File: config.mk
export PLATFORM = sky130hd
export DESIGN_NAME = peak_station_throughput_monitor_core
export DESIGN_NICKNAME = d
export VERILOG_FILES = /design/src/rtl/pstm_pkg.sv /design/src/rtl/pstm_csr.sv /design/src/rtl/pstm_count_store.sv /design/src/rtl/pstm_engine.sv /design/src/rtl/peak_station_throughput_monitor_core.sv
export SDC_FILE = /design/constraint.sdc
export NUM_CORES = 2
export LEC_CHECK = 0
export ABC_AREA = 1
export BUFFER_PORTS_ARGS = -buffer_cell sky130_fd_sc_hd__buf_2
export CAP_MARGIN = 20
export CORE_MARGIN = 3
export CORE_UTILIZATION = 46
export DETAILED_ROUTE_END_ITERATION = 10
export HOLD_SLACK_MARGIN = 0.1
export SETUP_SLACK_MARGIN = 0.15
export SLEW_MARGIN = 15
export SYNTH_ARGS = -nofsm -noshare
export SYNTH_HDL_FRONTEND = slang
export SYNTH_SLANG_ARGS = --single-unit
File: constraint.sdc
create_clock -name clock -period 14.3 [get_ports clock]
set_clock_uncertainty 0.2 [all_clocks]
set_input_delay 1.43 -clock clock [delete_from_list [all_inputs] [get_ports clock]]
set_output_delay 1.43 -clock clock [all_outputs]
set_load 0.02 [all_outputs]
File: src/rtl/pstm_pkg.sv
// ----------------------------------------------------------------------------
// Peak station throughput monitor package
// Shared widths, operation and phase codes, and the structs that travel
// between the modules of the monitor.
// ----------------------------------------------------------------------------
`default_nettype none

package pstm_pkg;

   localparam int OP_W    = 3;
   localparam int SLOT_W  = 5;
   localparam int BYTE_W  = 32;
   localparam int TICK_W  = 16;
   localparam int COEFF_W = 18;
   localparam int CSR_AW  = 3;
   localparam int CSR_DW  = 32;
   localparam int PROD_W  = BYTE_W + COEFF_W;

   // Register index, taken from the word address of the register port.
   localparam logic REG_TICK_PERIOD = 1'b0;
   localparam logic REG_RATE_COEFF  = 1'b1;

   localparam logic KIND_ROUND_DUE   = 1'b0;
   localparam logic KIND_THROUGHPUT  = 1'b1;

   typedef enum logic [OP_W-1:0] {
      OP_START      = 3'd0,
      OP_STOP       = 3'd1,
      OP_CONNECT    = 3'd2,
      OP_DISCONNECT = 3'd3,
      OP_TICK       = 3'd4,
      OP_SAMPLE     = 3'd5,
      OP_ROUND_END  = 3'd6
   } op_type;

   typedef enum logic [1:0] {
      PH_STOPPED = 2'd0,
      PH_ARMED   = 2'd1,
      PH_PRIMING = 2'd2,
      PH_MEASURE = 2'd3
   } phase_type;

   // One accepted item, held in the input register.
   typedef struct packed {
      logic              valid;
      op_type            op;
      logic [SLOT_W-1:0] slot;
      logic [BYTE_W-1:0] rx;
      logic [BYTE_W-1:0] tx;
   } item_type;

   // Current register values and the tick period write event.
   typedef struct packed {
      logic [TICK_W-1:0]  tick_period;
      logic [COEFF_W-1:0] rate_coeff;
      logic               period_wr;
      logic [TICK_W-1:0]  period_new;
   } cfg_type;

   // Write of the stored counters of one slot.
   typedef struct packed {
      logic              en;
      logic [SLOT_W-1:0] slot;
      logic [BYTE_W-1:0] rx;
      logic [BYTE_W-1:0] tx;
   } store_wr_type;

   typedef struct packed {
      logic              valid;
      logic              kind;
      logic              priming;
      logic [BYTE_W-1:0] peak;
      logic [BYTE_W-1:0] bps;
   } result_type;

endpackage

`default_nettype wire

File: src/rtl/pstm_csr.sv
// ----------------------------------------------------------------------------
// Peak station throughput monitor register port
// Holds the tick period and rate coefficient and signals period writes.
// ----------------------------------------------------------------------------
`default_nettype none

module pstm_csr (
   input  wire logic                           clock,
   input  wire logic                           reset,
   input  wire logic                           psel,
   input  wire logic                           penable,
   input  wire logic                           pwrite,
   input  wire logic [pstm_pkg::CSR_AW-1:0]    paddr,
   input  wire logic [pstm_pkg::CSR_DW-1:0]    pwdata,
   output logic      [pstm_pkg::CSR_DW-1:0]    prdata,
   output logic                                pready,
   output pstm_pkg::cfg_type                   cfg
);

   logic [pstm_pkg::TICK_W-1:0]  tick_period_ff, tick_period_in;
   logic [pstm_pkg::COEFF_W-1:0] rate_coeff_ff, rate_coeff_in;
   logic                         wr_en;
   logic                         reg_sel;

   assign wr_en   = psel && penable && pwrite;
   assign reg_sel = paddr[2];
   assign pready  = 1'b1;

   always_comb begin
      tick_period_in = tick_period_ff;
      rate_coeff_in  = rate_coeff_ff;
      if (wr_en) begin
         case (reg_sel)
            pstm_pkg::REG_TICK_PERIOD: tick_period_in = pwdata[pstm_pkg::TICK_W-1:0];
            pstm_pkg::REG_RATE_COEFF:  rate_coeff_in  = pwdata[pstm_pkg::COEFF_W-1:0];
            default: ;
         endcase
      end
   end

   always_ff @(posedge clock) begin
      if (reset) begin
         tick_period_ff <= pstm_pkg::TICK_W'(1);
         rate_coeff_ff  <= '0;
      end else begin
         tick_period_ff <= tick_period_in;
         rate_coeff_ff  <= rate_coeff_in;
      end
   end

   always_comb begin
      case (reg_sel)
         pstm_pkg::REG_TICK_PERIOD: prdata = pstm_pkg::CSR_DW'(tick_period_ff);
         pstm_pkg::REG_RATE_COEFF:  prdata = pstm_pkg::CSR_DW'(rate_coeff_ff);
         default:                   prdata = '0;
      endcase
   end

   assign cfg.tick_period = tick_period_ff;
   assign cfg.rate_coeff  = rate_coeff_ff;
   assign cfg.period_wr   = wr_en && (reg_sel == pstm_pkg::REG_TICK_PERIOD);
   assign cfg.period_new  = pwdata[pstm_pkg::TICK_W-1:0];

endmodule

`default_nettype wire

File: src/rtl/pstm_count_store.sv
// ----------------------------------------------------------------------------
// Peak station throughput monitor counter store
// Per-slot memory of the last rx and tx byte counts, with registered read
// and forwarding of a write that lands in the same cycle as the read.
// ----------------------------------------------------------------------------
`default_nettype none

module pstm_count_store #(
   parameter int SLOTS = 32
) (
   input  wire logic                              clock,
   input  wire logic [pstm_pkg::SLOT_W-1:0]       rd_slot,
   input  wire pstm_pkg::store_wr_type            wr,
   output logic      [pstm_pkg::BYTE_W-1:0]       last_rx,
   output logic      [pstm_pkg::BYTE_W-1:0]       last_tx
);

   localparam int AW = (SLOTS > 1) ? $clog2(SLOTS) : 1;

   logic [pstm_pkg::BYTE_W-1:0] rx_mem [SLOTS];
   logic [pstm_pkg::BYTE_W-1:0] tx_mem [SLOTS];
   logic [pstm_pkg::BYTE_W-1:0] rd_rx_ff;
   logic [pstm_pkg::BYTE_W-1:0] rd_tx_ff;
   logic [AW-1:0]               rd_addr;
   logic [AW-1:0]               wr_addr;
   logic                        fwd;

   assign rd_addr = AW'(rd_slot);
   assign wr_addr = AW'(wr.slot);
   // A write in this cycle would not yet be seen by the memory read.
   assign fwd     = wr.en && (wr.slot == rd_slot);

   always_ff @(posedge clock) begin
      if (wr.en) begin
         rx_mem[wr_addr] <= wr.rx;
         tx_mem[wr_addr] <= wr.tx;
      end
   end

   always_ff @(posedge clock) begin
      if (fwd) begin
         rd_rx_ff <= wr.rx;
         rd_tx_ff <= wr.tx;
      end else begin
         rd_rx_ff <= rx_mem[rd_addr];
         rd_tx_ff <= tx_mem[rd_addr];
      end
   end

   assign last_rx = rd_rx_ff;
   assign last_tx = rd_tx_ff;

endmodule

`default_nettype wire

File: src/rtl/pstm_engine.sv
// ----------------------------------------------------------------------------
// Peak station throughput monitor engine
// Phase and tick control, slot tables, running peak and the result register.
// ----------------------------------------------------------------------------
`default_nettype none

module pstm_engine #(
   parameter int SLOTS     = 32,
   parameter int FRAC_BITS = 7
) (
   input  wire logic                          clock,
   input  wire logic                          reset,
   input  wire pstm_pkg::item_type            item,
   input  wire pstm_pkg::cfg_type             cfg,
   input  wire logic [pstm_pkg::BYTE_W-1:0]   last_rx,
   input  wire logic [pstm_pkg::BYTE_W-1:0]   last_tx,
   output pstm_pkg::store_wr_type             wr,
   output pstm_pkg::result_type               result
);

   localparam int AW = (SLOTS > 1) ? $clog2(SLOTS) : 1;

   pstm_pkg::phase_type         phase_ff, phase_in;
   logic [pstm_pkg::TICK_W-1:0] tick_ff, tick_in;
   logic [pstm_pkg::BYTE_W-1:0] peak_ff, peak_in;
   logic [SLOTS-1:0]            valid_ff, valid_in;
   logic [SLOTS-1:0]            in_use_ff, in_use_in;
   pstm_pkg::result_type        result_ff, result_in;

   logic [AW-1:0]               addr;
   logic                        slot_ok;
   logic [pstm_pkg::TICK_W-1:0] tick_next;
   logic [pstm_pkg::BYTE_W-1:0] drx;
   logic [pstm_pkg::BYTE_W-1:0] dtx;
   logic [pstm_pkg::PROD_W-1:0] prod;
   logic [pstm_pkg::PROD_W-1:0] prod_shr;

   assign addr      = AW'(item.slot);
   assign slot_ok   = int'(item.slot) < SLOTS;
   assign tick_next = tick_ff + pstm_pkg::TICK_W'(1);
   assign drx       = item.rx - last_rx;
   assign dtx       = item.tx - last_tx;
   assign prod      = pstm_pkg::PROD_W'(peak_ff) * pstm_pkg::PROD_W'(cfg.rate_coeff);
   assign prod_shr  = prod >> FRAC_BITS;

   always_comb begin
      phase_in  = phase_ff;
      tick_in   = tick_ff;
      peak_in   = peak_ff;
      valid_in  = valid_ff;
      in_use_in = in_use_ff;
      result_in = '0;
      wr.en     = 1'b0;
      wr.slot   = item.slot;
      wr.rx     = item.rx;
      wr.tx     = item.tx;

      if (cfg.period_wr) begin
         // A new period restarts a running measurement.
         if (phase_ff != pstm_pkg::PH_STOPPED) begin
            phase_in = pstm_pkg::PH_ARMED;
            tick_in  = cfg.period_new - pstm_pkg::TICK_W'(1);
            peak_in  = '0;
         end
      end else if (item.valid) begin
         case (item.op)
            pstm_pkg::OP_START: begin
               if (phase_ff == pstm_pkg::PH_STOPPED) begin
                  phase_in = pstm_pkg::PH_ARMED;
                  tick_in  = cfg.tick_period - pstm_pkg::TICK_W'(1);
                  peak_in  = '0;
               end
            end
            pstm_pkg::OP_STOP: begin
               phase_in = pstm_pkg::PH_STOPPED;
            end
            pstm_pkg::OP_CONNECT: begin
               if (slot_ok) begin
                  in_use_in[addr] = 1'b1;
                  valid_in[addr]  = 1'b0;
               end
            end
            pstm_pkg::OP_DISCONNECT: begin
               if (slot_ok) begin
                  in_use_in[addr] = 1'b0;
                  valid_in[addr]  = 1'b0;
               end
            end
            pstm_pkg::OP_TICK: begin
               if (phase_ff != pstm_pkg::PH_STOPPED) begin
                  if (tick_next == cfg.tick_period) begin
                     tick_in          = '0;
                     result_in.valid  = 1'b1;
                     result_in.kind   = pstm_pkg::KIND_ROUND_DUE;
                     if (phase_ff == pstm_pkg::PH_ARMED) begin
                        phase_in          = pstm_pkg::PH_PRIMING;
                        result_in.priming = 1'b1;
                     end else begin
                        phase_in = pstm_pkg::PH_MEASURE;
                        peak_in  = '0;
                     end
                  end else begin
                     tick_in = tick_next;
                  end
               end
            end
            pstm_pkg::OP_SAMPLE: begin
               if (slot_ok && in_use_ff[addr]) begin
                  if (phase_ff == pstm_pkg::PH_PRIMING) begin
                     wr.en          = 1'b1;
                     valid_in[addr] = 1'b1;
                  end else if (phase_ff == pstm_pkg::PH_MEASURE) begin
                     wr.en = 1'b1;
                     if (!valid_ff[addr]) begin
                        valid_in[addr] = 1'b1;
                     end else begin
                        if (drx > peak_in) peak_in = drx;
                        if (dtx > peak_in) peak_in = dtx;
                     end
                  end
               end
            end
            pstm_pkg::OP_ROUND_END: begin
               if (phase_ff == pstm_pkg::PH_MEASURE) begin
                  result_in.valid = 1'b1;
                  result_in.kind  = pstm_pkg::KIND_THROUGHPUT;
                  result_in.peak  = peak_ff;
                  result_in.bps   = prod_shr[pstm_pkg::BYTE_W-1:0];
               end
            end
            default: ;
         endcase
      end
   end

   always_ff @(posedge clock) begin
      if (reset) begin
         phase_ff  <= pstm_pkg::PH_STOPPED;
         tick_ff   <= '0;
         peak_ff   <= '0;
         valid_ff  <= '0;
         in_use_ff <= '0;
         result_ff.valid <= 1'b0;
      end else begin
         phase_ff  <= phase_in;
         tick_ff   <= tick_in;
         peak_ff   <= peak_in;
         valid_ff  <= valid_in;
         in_use_ff <= in_use_in;
         result_ff.valid <= result_in.valid;
      end
   end

   always_ff @(posedge clock) begin
      result_ff.kind    <= result_in.kind;
      result_ff.priming <= result_in.priming;
      result_ff.peak    <= result_in.peak;
      result_ff.bps     <= result_in.bps;
   end

   assign result = result_ff;

endmodule

`default_nettype wire

File: src/rtl/peak_station_throughput_monitor_core.sv
// ----------------------------------------------------------------------------
// Peak station throughput monitor core
// Tracks station slots, paces sampling rounds and reports peak throughput.
// ----------------------------------------------------------------------------
// Usage: the host issues one command beat when start is high and busy is low.
// busy never rises, so a new command is taken on every clock cycle. Commands
// are start, stop, connect, disconnect, tick, sample and round end, with the
// slot and the cumulative rx and tx byte counts in the same beat.
// A tick that completes the programmed period produces a round-due beat on
// the rsp_ ports; a round end during a measuring round produces a throughput
// beat with the peak byte delta and its conversion to bytes per second.
// Each result beat is shown for one cycle with rsp_valid high, starting at
// the clock edge after the one that took the command: the taking edge loads
// the input register and the counter memory read, the next updates the state
// and the result register. The receiver cannot stall; every beat must be
// taken when shown. The tick period and rate coefficient live on the
// APB-style register port and must be written by the user only while no
// command is in flight; the block does not enforce this. Reset clears the
// phase, tick count, running peak and slot flags at once; the stored counter
// memory is left unset, since a slot only becomes valid when it is written.
// ----------------------------------------------------------------------------
`default_nettype none

module peak_station_throughput_monitor_core #(
   parameter int SLOTS     = 32,
   parameter int FRAC_BITS = 7
) (
   input  wire logic                           clock,
   input  wire logic                           reset,
   // Command channel
   input  wire logic                           start,
   output logic                                busy,
   input  wire logic [pstm_pkg::OP_W-1:0]      req_op,
   input  wire logic [pstm_pkg::SLOT_W-1:0]    req_slot,
   input  wire logic [pstm_pkg::BYTE_W-1:0]    req_rx_bytes,
   input  wire logic [pstm_pkg::BYTE_W-1:0]    req_tx_bytes,
   // Result channel
   output logic                                rsp_valid,
   output logic                                rsp_result_kind,
   output logic                                rsp_priming_round,
   output logic      [pstm_pkg::BYTE_W-1:0]    rsp_peak_bytes,
   output logic      [pstm_pkg::BYTE_W-1:0]    rsp_bytes_per_second,
   // Register port
   input  wire logic                           psel,
   input  wire logic                           penable,
   input  wire logic                           pwrite,
   input  wire logic [pstm_pkg::CSR_AW-1:0]    paddr,
   input  wire logic [pstm_pkg::CSR_DW-1:0]    pwdata,
   output logic      [pstm_pkg::CSR_DW-1:0]    prdata,
   output logic                                pready
);

   pstm_pkg::item_type     item_ff, item_in;
   pstm_pkg::cfg_type      cfg;
   pstm_pkg::store_wr_type wr;
   pstm_pkg::result_type   result;
   logic [pstm_pkg::BYTE_W-1:0] last_rx;
   logic [pstm_pkg::BYTE_W-1:0] last_tx;

   // Every command is taken in the cycle it is offered.
   assign busy = 1'b0;

   always_comb begin
      item_in.valid = start && !busy;
      item_in.op    = pstm_pkg::op_type'(req_op);
      item_in.slot  = req_slot;
      item_in.rx    = req_rx_bytes;
      item_in.tx    = req_tx_bytes;
   end

   // Input register: the valid flag is control, the rest is payload.
   always_ff @(posedge clock) begin
      if (reset) begin
         item_ff.valid <= 1'b0;
      end else begin
         item_ff.valid <= item_in.valid;
      end
   end

   always_ff @(posedge clock) begin
      item_ff.op   <= item_in.op;
      item_ff.slot <= item_in.slot;
      item_ff.rx   <= item_in.rx;
      item_ff.tx   <= item_in.tx;
   end

   pstm_csr u_csr (
      .clock   (clock),
      .reset   (reset),
      .psel    (psel),
      .penable (penable),
      .pwrite  (pwrite),
      .paddr   (paddr),
      .pwdata  (pwdata),
      .prdata  (prdata),
      .pready  (pready),
      .cfg     (cfg)
   );

   // The memory read is issued with the incoming beat so that its registered
   // data lines up with the input register.
   pstm_count_store #(
      .SLOTS (SLOTS)
   ) u_store (
      .clock   (clock),
      .rd_slot (req_slot),
      .wr      (wr),
      .last_rx (last_rx),
      .last_tx (last_tx)
   );

   pstm_engine #(
      .SLOTS     (SLOTS),
      .FRAC_BITS (FRAC_BITS)
   ) u_engine (
      .clock   (clock),
      .reset   (reset),
      .item    (item_ff),
      .cfg     (cfg),
      .last_rx (last_rx),
      .last_tx (last_tx),
      .wr      (wr),
      .result  (result)
   );

   assign rsp_valid            = result.valid;
   assign rsp_result_kind      = result.kind;
   assign rsp_priming_round    = result.priming;
   assign rsp_peak_bytes       = result.peak;
   assign rsp_bytes_per_second = result.bps;

endmodule

`default_nettype wire
# After elaboration in Yosys (flattened, before gate mapping)
# Memories as Yosys holds them, arrays and structs flattened. A register that Yosys moved wholly into a read port is not among the register bits.
# Index checks and enable logic that the tools add are counted.
[word_totals]
reg_bits = 288
latchBits = 0
ram_bits = 2048
romBits = 0
input_bits = 113
out_inout_bits = 101
wordCells = 151
memories = 2
[classes]
addsub = 5
mul = 1
div = 0
order_cmp = 4
eq_ne = 22
shifts = 0
muxes = 62
bitwise = 13
n_reduce_logical = 25
[mem_list]
columns = ["name", "depth", "width", "rd", "rd_clocked_by_memory_dff", "write_ports", "line_no", "text"]
rows = [
  ["u_store.rx_mem", 32, 32, 1, 1, 1, "pstm_count_store.sv:20", "logic [pstm_pkg::BYTE_W-1:0] rx_mem [SLOTS];"],
  ["u_store.tx_mem", 32, 32, 1, 1, 1, "pstm_count_store.sv:21", "logic [pstm_pkg::BYTE_W-1:0] tx_mem [SLOTS];"],
]
[op_table]
columns = ["operator", "n"]
rows = [
  ["32-bit two-way mux", 24],
  ["32-bit one-hot mux with 2 select lines", 3],
  ["16-bit two-way mux", 6],
  ["32-bit one-hot mux with 3 select lines", 1],
  ["32-bit bitwise AND", 2],
  ["32-bit > comparator", 2],
  ["32-bit OR", 2],
  ["32-bit subtractor", 2],
  ["32-bit by 18-bit multiplier with 39-bit output", 1],
  ["32-bit NOT", 1],
  ["16-bit one-hot mux with 2 select lines", 1],
  ["16-bit by 1-bit subtractor with 16-bit output (second input constant)", 2],
  ["3-bit by 2-bit != test with 1-bit output (second input constant)", 6],
  ["16-bit by 1-bit adder with 16-bit output (second input constant)", 1],
  ["16-bit equality test", 1],
  ["2-bit two-way mux", 7],
  ["1-bit two-way mux", 13],
  ["6-bit AND reduction", 2],
  ["11-bit AND reduction", 1],
  ["1-bit binary-select mux with 5-bit select", 2],
  ["3-bit equality test (second input constant)", 3],
  ["1-bit NOT", 8],
  ["2-bit nonzero test", 4],
  ["4-bit nonzero test", 2],
  ["other kinds (24)", 35],
]

# Depth between registers and ports, before layout
[logic_depth]
ltp_word = 19
ltp_mapped = 54

# Modules after synthesis
# A second synthesis with hierarchy kept.
[hier_totals]
cells_unflattened = 11806
hier_area_um2 = 117032.2
[modules_own_cells]
columns = ["mod", "instances", "cells_each", "area_each_um2", "seq_area_each_um2"]
rows = [
  ["pstm_count_store", 1, 6709, 81893.5, 61599.1],
  ["pstm_engine", 1, 4725, 31751.7, 3623.5],
  ["pstm_csr", 1, 295, 1904.3, 680.7],
  ["peak_station_throughput_monitor_core", 1, 77, 1482.7, 1461.4],
]

# Least setup slack after synthesis
# No wires, ideal clock.
[synth_timing]
path_type = "input to register"
start = "input paddr[2] in the netlist's numbering"
end = "memory u_store.rx_mem[22][0] in the netlist's numbering, enable pin"
arrival_ns = 6.912
required_time_ns = 13.536
slack_ns = 6.623
stages = 7
cell_sequence = "buf_2 > nor2_1 > buf_2 > nor2_1 > nand4_1 > clkbuf_1 > nor3_1"
[synth_between]
elab_chain_cells = 5
[synth_rtl]
columns = ["element", "line_no", "text"]
rows = [
  ["start, declared", "peak_station_throughput_monitor_core.sv:47", "input wire logic [pstm_pkg::CSR_AW-1:0] paddr,"],
  ["1-bit NOT (no source line)", "-", ""],
  ["1-bit logical AND", "pstm_csr.sv:61", "assign cfg.period_wr = wr_en && (reg_sel == pstm_pkg::REG_TICK_PERIOD);"],
  ["1-bit two-way mux", "pstm_engine.sv:58", "if (cfg.period_wr) begin"],
  ["1-bit two-way mux", "pstm_count_store.sv:34", "if (wr.en) begin"],
  ["1-bit two-way mux (implied by the code)", "pstm_count_store.sv:35", "rx_mem[wr_addr] <= wr.rx;"],
  ["end, declared", "pstm_count_store.sv:20", ""],
]
# No other way between the ends.

==> impl_metrics.tcl <==
set metrics [dict create \
    drtIter0Drc 8591 \
    synth_edf_count 2048 \
    grt_pass1_wl_microns 490000 \
    maxCapViolCount 0 \
    p_int_mw 11.5 \
    synth.avg_cell_area_sq_um 12.1 \
    core_area_sq_um 233000 \
    cpPeakStageDelay_ns 0.84 \
    setup_ws_ns 3.28 \
    seq_power_share_pct 48.5 \
    final_max_slew_viol_count 0 \
    cp_slowest_cell "nand2_2" \
    clk_pin_slew_ns 0.06 \
    fill_cells 20000 \
    clock-sinks 2336 \
    crit_fanout 108 \
    start_util_pct 46.4 \
    grt_usage_pct 27.5 \
    drt-pass1-iter-count 8 \
    clock_latency_ns 0.91 \
    yosys_most_used_dff "edfxtp_1" \
    multi_input_area_sq_um 35500 \
    row_count 177 \
    hold_depth 2 \
    ant_nets 0 \
    yosysUniqueCellTypes 63 \
    fp.dieH_microns 491 \
    cts_tree "yes" \
    rr_worst_depth 40 \
    htreeDepth 4 \
    viasPerCell 5.91 \
    finalHoldViolCount 0 \
    cp-start-kind "flop" \
    yosysWarnings 0 \
    cts_setup_buffers 0 \
    regArea_sq_um 67300 \
    power_density_nw_per_um2 127 \
    layout_min_cycle_time_ns 11.02 \
    gp_congestion 0.980 \
    wire_per_inst_microns 27.3 \
    die_area_sq_um 241000 \
    cts_buffer_depth 3 \
    worst-setup-path-type "flop to flop" \
    synthArstFlopShare_pct 0 \
    dp_hpwl_microns 202000 \
    synthesis.area_sq_um 108000 \
    fin_crit_sh_pct 77.1 \
    p_switching_mw 3.89 \
    antenna_found_initial 6 \
    area_delta_synth_final_pct 11.8 \
    synth-seq-area-share_pct 62.2 \
    ys_seq_elements 2336 \
    numCtsBuffers 232 \
    final_area_sq_um 121000 \
    io_pins 214 \
    relSlewSlack_pct 23.3 \
    fmax_mhz 90.7 \
    vias 73500 \
    fin_nets 9835 \
    grt_pass1_vias 71300 \
    clockPowerShare_pct 40.3 \
    grt_start_max_net_pins 125 \
    pre_cts_ws_ns 3.46 \
    wl_microns 340000 \
    hold_path_class "flop to flop" \
    io_buffers 181 \
    switching_share_pct 25.4 \
    worst_setup_path_end_kind "flop" \
    drive_above_1_share_pct 9.34 \
    rsz0062_at_grt "no" \
    arrival_ns 11.50 \
    hold_buffers 0 \
    placed_area_sq_um 113000 \
    die_x_microns 491 \
    route.detailed.drc 0 \
    cts_resized 0 \
    worstMarginPinSlew_ns 1.15 \
    hold_ws_ns 0.257 \
    cp.required_ns 14.78 \
    ir_drop_uv 112 \
    cp_common_cell "nand2_1" \
    root_buffer "clkbuf_16" \
    setup_tns_ns 0 \
    p_leak_nw 43.4 \
    synthesis.instances 8932 \
    pwr-share-comb_pct 11.1 \
    overflow 0 \
    status "completed" \
    setup_viol 0 \
]
-- Yosys cell counts, types with 54 or more instances --
library cell / number / share of area (%)
a21oi_1: 788 / 3.6
a22oi_1: 994 / 6.9
buf_1: 82 / 0.28
buf_2: 96 / 0.44
clkbuf_1: 282 / 0.98
dfxtp_1: 288 / 5.3
edfxtp_1: 2048 / 57
fa_1: 428 / 7.9
ha_1: 205 / 2.4
inv_1: 935 / 3.2
nand2_1: 1362 / 4.7
nand3_1: 172 / 0.80
nand4_1: 75 / 0.43
nor2_1: 402 / 1.4
nor3_1: 80 / 0.37
nor4_1: 93 / 0.54
o21ai_0: 217 / 1.0
xor2_1: 54 / 0.44
-- cell families after synthesis --
family | count (synthesis) | synth area share (%)
simple gates | 2331 | 9.30
fa+ha+maj | 633 | 10.3
compound gates | 2105 | 12.2
xor+xnor | 76 | 0.679
buf+inv | 1449 | 5.32
other cells | 2 | 0.00694
flops | 2336 | 62.2
-- power by group through the flow --
stage / Combinational, mW / Sequential [mW] / Clock, mW
floorplan: 1.02 / 7.62 / 0
global placement: 1.64 / 7.60 / 0
detailed placement: 1.66 / 7.60 / 0
CTS: 1.66 / 7.46 / 6.28
global route: 1.86 / 7.45 / 6.54
finish: 1.71 / 7.45 / 6.19
-- worst paths after layout --
kind	from	endpoint	slack [ns]
setup / recovery	item_ff[64]$_DFF_P_	u_engine.peak_ff[8]$_SDFFE_PP0P_	3.28
hold / removal	flop	flop	0.26
setup reg to reg	item_ff[64]$_DFF_P_	u_engine.peak_ff[8]$_SDFFE_PP0P_	3.28
hold reg to reg	flop	flop	0.26
-- flip-flops by register name, indices dropped and copies added, names as in the netlist, named ones only --
register,count
u_engine.peak_ff,32
u_csr.tick_period_ff,16
u_store.rx_mem,1024
u_engine.tick_ff,16
u_engine.result,67
u_engine.phase_ff,2
item_ff,73
u_csr.rate_coeff_ff,18
u_store.tx_mem,1024
-- cells in the final DEF (no fill, tap or decap), types with 12 or more instances in the layout --
master,instances
inv_1,934
o21ai_0,217
o21bai_1,12
nand2_1,1355
a31oi_1,13
o21ai_1,17
xnor2_1,17
ha_1,205
fa_1,428
nand4_1,75
and2_1,52
nor3_1,61
nand3_1,172
conb_1,16
nor4_1,93
a21oi_1,787
dfxtp_1,286
o21a_1,25
buf_2,181
clkbuf_16,235
nor2_4,17
edfxtp_1,2048
bufinv_16,21
nor4_2,14
buf_4,215
clkinv_2,31
clkinv_1,38
clkbuf_8,21
a22oi_1,994
nor3_2,20
nor2_1,386
xor2_1,54
or2_2,30
clkbuf_1,64
-- layout make-up --
cell class,instances,area share (%)
Sequential cell,2336,55.6
Antenna cell,5,0.0103
Clock buffer,321,5.30
Inverter,944,2.95
Tap cell,3132,3.24
Clock inverter,119,1.19
Multi-Input combinational cell,5161,29.3
Timing Repair Buffer,414,2.35
-- per-stage QoR --
step	util, %	power (mW)	cells
floorplan	-	8.64	8946
global placement	48.5	9.24	12000
detailed placement	48.5	9.26	12000
CTS	51.8	15.4	12400
global route	51.9	15.8	12400
finish	51.9	15.3	12400
-- per-layer routing --
layer	part of all wire [%]	wire, microns	GRT usage (%)
met1	41	138000	38.3
met2	47	160000	44.2
met3	9.1	30800	4.75
met4	3.2	10800	8.39
met5	0.0068	23	0
-- critical path: cells and delay by family, from the launching register on --
family	cells	cell delay [ns]
simple gates	24	5.01
buf+inv	6	1.94
compound gates	7	1.71
fa+ha+maj	3	1.02
flops	1	0.72
Note: power is estimated with default switching activity, not from simulation.
